===== config.mk =====
export PLATFORM = sky130hd
export DESIGN_NAME = ttps_ctrl
export DESIGN_NICKNAME = d
export VERILOG_FILES = /design/src/rtl/ttps_pkg.sv /design/src/rtl/ttps_ctrl.sv
export SDC_FILE = /design/constraint.sdc
export NUM_CORES = 1
export LEC_CHECK = 0
export ABC_CLOCK_PERIOD_IN_PS = 3200
export BUFFER_PORTS_ARGS = -buffer_cell sky130_fd_sc_hd__buf_2
export CELL_PAD_IN_SITES_DETAIL_PLACEMENT = 1
export CELL_PAD_IN_SITES_GLOBAL_PLACEMENT = 2
export CORE_AREA = 2 2 39 41
export CTS_CLUSTER_DIAMETER = 40
export CTS_CLUSTER_SIZE = 30
export DETAILED_ROUTE_END_ITERATION = 6
export DIE_AREA = 0 0 41 43
export PLACE_DENSITY = 0.5
export SETUP_SLACK_MARGIN = 0.4
export SYNTH_ARGS = -nofsm -noshare
export SYNTH_HDL_FRONTEND = slang
export SYNTH_SLANG_ARGS = --single-unit

===== constraint.sdc =====
create_clock -name clk -period 3.2 [get_ports clk]
set_input_delay 0.16 -clock clk [delete_from_list [all_inputs] [get_ports clk]]
set_output_delay 0.16 -clock clk [all_outputs]
set_load 0.005 [all_outputs]

===== src/rtl/ttps_pkg.sv =====
package ttps_pkg;

	// fixed field widths
	localparam int KEY_W   = 64;
	localparam int DEPTH_W = 8;
	localparam int FLAG_W  = 2;
	localparam int MOVE_W  = 16;
	localparam int MASK_W  = 12;
	localparam int APB_AW  = 3;
	localparam int APB_DW  = 32;

	// defaults for the top level parameters
	localparam int INDEX_BITS_DEF = 12;
	localparam int EVAL_BITS_DEF  = 16;

	// register reset values
	localparam logic              ENABLE_RST = 1'b1;
	localparam logic [MASK_W-1:0] MASK_RST   = 12'hfff;

	// register indexes (byte address bit 2)
	localparam logic REG_TABLE_ENABLE = 1'b0;
	localparam logic REG_INDEX_MASK   = 1'b1;

	// command codes
	localparam logic CMD_PROBE = 1'b0;
	localparam logic CMD_SAVE  = 1'b1;

	// bound kinds
	localparam logic [FLAG_W-1:0] FLAG_EXACT = 2'd0;
	localparam logic [FLAG_W-1:0] FLAG_ALPHA = 2'd1;
	localparam logic [FLAG_W-1:0] FLAG_BETA  = 2'd2;

	// controller to datapath commands
	typedef struct packed {
		logic load;    // capture the request word and start the entry read
		logic clr_wr;  // write one cleared entry of the reset sweep
		logic commit;  // write back the entry and load the response register
	} ttps_cmd_t;

	// datapath to controller status
	typedef struct packed {
		logic clr_last;  // sweep counter sits on the last entry
		logic rsp_free;  // response register can take a word this cycle
	} ttps_stat_t;

endpackage


===== src/rtl/ttps_ctrl.sv =====
module ttps_ctrl
	import ttps_pkg::*;
(
	input  logic       clk,
	input  logic       arst_n,
	input  logic       req_valid,
	output logic       req_ready,
	input  ttps_stat_t stat,
	output ttps_cmd_t  ctl
);

	typedef enum logic [2:0] {
		ST_CLEAR = 3'b001,
		ST_IDLE  = 3'b010,
		ST_LOOK  = 3'b100
	} state_t;

	state_t state_q, state_nxt;

	// next state and commands
	always_comb begin
		state_nxt    = state_q;
		ctl          = '0;
		req_ready    = 1'b0;
		unique case (state_q)
			ST_CLEAR: begin
				ctl.clr_wr = 1'b1;
				if (stat.clr_last) begin
					state_nxt = ST_IDLE;
				end
			end
			ST_IDLE: begin
				req_ready = 1'b1;
				if (req_valid) begin
					ctl.load  = 1'b1;
					state_nxt = ST_LOOK;
				end
			end
			ST_LOOK: begin
				if (stat.rsp_free) begin
					ctl.commit = 1'b1;
					state_nxt  = ST_IDLE;
				end
			end
			default: begin
				state_nxt = ST_CLEAR;
			end
		endcase
	end

	// state register
	always_ff @(posedge clk or negedge arst_n) begin
		if (!arst_n) begin
			state_q <= ST_CLEAR;
		end else begin
			state_q <= state_nxt;
		end
	end

endmodule


# Word-level counts from Yosys, hierarchy flattened

Cells that the tools add are included.

Flip-flop bits (word level): 3
Output and inout bits: 4

Eq/ne operators: 6
Multiplexer cells: 10
Reduce and logical (&&, ||, !) cells: 1

Operator list:

| kind                                          | count |
|---|---|
| 2-to-1 mux 3 bit                              | 3 |
| one-hot mux 3 bit (3 select lines)            | 1 |
| 2-to-1 mux 1 bit                              | 6 |
| inequality test 2 bit, second input constant  | 3 |
| == test 3 x 1 -> 1 bit, second input constant | 1 |
| == test 3 x 2 -> 1 bit, second input constant | 1 |
| == test 3 bit, second input constant          | 1 |
| AND reduction 3 bit                           | 1 |

# Depth between registers and ports, before layout

Depth in word-level cells: 3
Gate-level depth with buffers: 3

# Worst setup path before layout

No wires, ideal clock.

Kind: register to register
Start: reg state_q[0]
End: reg state_q[1]
Library setup time: 0.124 ns
Arrival: 1.016 ns
Required time: 3.076 ns
Setup slack: 2.060 ns
Cell stages (with the launch flop): 3
Cell sequence: dfstp_2 > and4bb_2 > a211o_1

Word-level cells in the longest chain between the ends: 3

RTL lines:

| element                                        | line            | source |
|---|---|---|
| from (decl)                                    | ttps_ctrl.sv:18 | `state_t state_q, state_nxt;` |
| from (signal assigned)                         | ttps_ctrl.sv:56 | `state_q <= state_nxt;` |
| == test 3 x 1 -> 1 bit (tied with other cells) | ttps_ctrl.sv:25 | `unique case (state_q)` |
| inequality test 2 bit (no line)                | -               |  |
| AND reduction 3 bit (no line)                  | -               |  |

Parallel ways exist; a longest one is shown, timed or not.
A chain may end at the register's enable or synchronous reset.

==> qor.yml <==
outcome:
  status: "finished clean"
hold_path:
  hp-class: "in2reg"
  whs_path_depth: 3
detailed_routing:
  via_per_inst: 4.09
  drc: 0
  postRouteAntennaNets: 0
  firstDrtPassIters: 1
  vias: 188
  drt_wl_total_um: 457
  wire_per_inst_um: 9.93
  drt_iter0_markers: 0
cells_and_area:
  stdcell_count: 46
  multi_input_area_um2: 100
  area_delta_synth_final_pct: 47.3
  num_antenna_cells: 0
  seqCellArea_um2: 76.3
  fin_nets: 36
  drive_above_1_share_pct: 43.3
  largest_reg_flops: 3
  post-route-util_pct: 20.0
  reg_top3: "state_q: 3 flops"
  fillCellCount: 163
  regMostFlops: "state_q"
timing:
  rsz0062_at_grt: "no"
  max_freq_mhz: 738
  slew_violations: 0
  tns_ps: 0
  tightest_slew_ps: 251
  finalHoldViolations: 0
  setup_ws_ps: 1840
  slew_headroom_pct: 83.0
  post-route-period-util_pct: 42.4
  setup_viol: 0
  min_period_ps: 1360
  skew_ps: 1.29
grt:
  grt_pass1_vias: 185
  grt_max_degree: 10
  grt_usage_pct: 6.83
  grt-ovfl-total: 0
  grt_pass1_wl_um: 793
  antenna_found_initial: 0
synthesis:
  synth_cell_type_count: 16
  synth.net_count: 23
  syn_area_per_cell_um2: 10.4
  ys_ff_latch: 3
  yosysTopAreaCell: "dfrtp_1"
  synth_area_leaders: "dfrtp_1 (27%), dfstp_2 (14%), nor3b_1 (8.0%)"
  syn-cell-area_um2: 188
  seq_area_frac_synth_pct: 40.7
  synthesis.instances: 18
  synth_top_area_share_pct: 26.7
  ys_warn_count: 0
worst_setup_path:
  cp-start-kind: "flip-flop"
  crit_path_cell_trace: "and4bb_2 -> buf_2"
  worstSetupPathType: "reg2out"
  end_kind: "output port"
  path_depth: 2
  cp.arrival_ps: 1200
  worst_path_max_delay_cell: "dfstp_2"
  path_buf_inv: 1
  required_ps: 3040
  max_stage_delay_ps: 580
  path_delay_family: "flip-flops"
  reg2reg_depth: 2
  cp_max_fo: 8
clock_tree:
  htree_num_levels: 1
  path_clk_slew_ps: 40
  cts.root.buffer_cell: "clkbuf_4"
  cts.sinks: 3
  numCtsBuffers: 3
  clkLatencyLatePin_ps: 230
  clock_tree.buffer_depth: 2
  cts_tree: "yes"
  post-cts-setup-buffers: 0
floorplanning:
  fp.dieArea_mm2: 0.00176
  start_util_pct: 13.6
  core.rowCount: 14
  die_y_um: 43
  die_x_um: 41
  core-area_mm2: 0.00138
  boundaryPins: 9
power_and_ir_drop:
  irDropWorstVdd_v: 0.000138
  power_leakage_nw: 0.126
  power_per_cell_area_mw_per_mm2: 793
placed_design:
  io_buffers: 8
  placedCellCount: 41
  place_ws_ps: 2000
  gp_congestion: 0.759
run:
  maxCapViolCount: 0
## cell usage in the layout, fill, tap and decap left out, drive strengths merged
master       count
o21ai            1
inv              1
buf              8
nor3b            2
nand3b           1
nor2b            1
dlygate4sd3      1
dfstp            1
and4bb           1
dfrtp            2
or3b             1
nor4b            1
a211o            1
a21oi            1
and2             1
and3b            1
clkbuf           4
o31ai            1
## repair_timing
action / 4_1_cts / 5_1_grt
hold buffers: 1 / 0
endpoints found under the hold margin: 3 / 0
gates resized for setup: 0 / 0
## area by class of cell
cell class                      instances  area share, %
Multi-Input combinational cell         13           36.2
Sequential cell                         3           27.6
Timing Repair Buffer                    9           18.1
Clock buffer                            4           9.50
Tap cell                               16           7.24
Inverter                                1           1.36
## through the flow
stage	area, um2	hold slack, ps	power [mW]
3_3_place_gp	240	-45.0	0.152
4_1_cts	277	205	0.226
5_1_grt	277	252	0.239
2_1_floorplan	188	-136	0.125
3_5_place_dp	240	-41.8	0.153
6_report	277	216	0.219
## where the power goes
part	internal (mW)	switching, mW	leakage, nW
Sequential	0.0574	0.0278	0.0371
Clock	0.0467	0.0184	0.0150
Combinational	0.0431	0.0258	0.0740
Total	0.147	0.0720	0.126
## logic make-up (layout without fill, tap and decap cells)
group                  after synthesis  count (layout)  synth area share, %
AO/OA/AOI/OAI                        4               4                 14.0
flip-flops                           3               3                 40.7
buffers and inverters                2              14                 6.00
AND/OR/NAND/NOR                      9               9                 39.3
## worst min-delay path, delay by kind of cell
| kind | cells | cell delay, ps |
|---|---|---|
| simple gates | 1 | 90 |
| buf+inv | 1 | 80 |
| compound gates | 1 | 60 |
## final timing paths
path	end	slack, ps	startpoint
worst min register to register	state_q[2]	560	state_q[0]
max in group asynchronous	state_q[0]	2750	arst_n
worst max-delay path	ctl[0]	1840	state_q[0]
min in group asynchronous	state_q[1]	250	arst_n
worst min-delay path	state_q[2]	220	stat[0]
worst max register to register	state_q[1]	2000	state_q[0]
## cell usage after synthesis, drive strengths merged
cell type,instances
nand3b,1
nor4b,1
inv,1
dfrtp,2
nor2b,1
and2,1
o21ai,1
o31ai,1
and3b,1
a21oi,1
or3b,1
dfstp,1
and4bb,1
a211o,1
buf,1
nor3b,2
## per-layer routing
| metal | routed length (um) | track usage [%] |
|---|---|---|
| met4 | 0 | 6.00 |
| met2 | 187 | 7.50 |
| met1 | 221 | 10.0 |
| met3 | 47 | 2.09 |
| met5 | 0 | 0 |
Power figures use the tool's default switching activity.
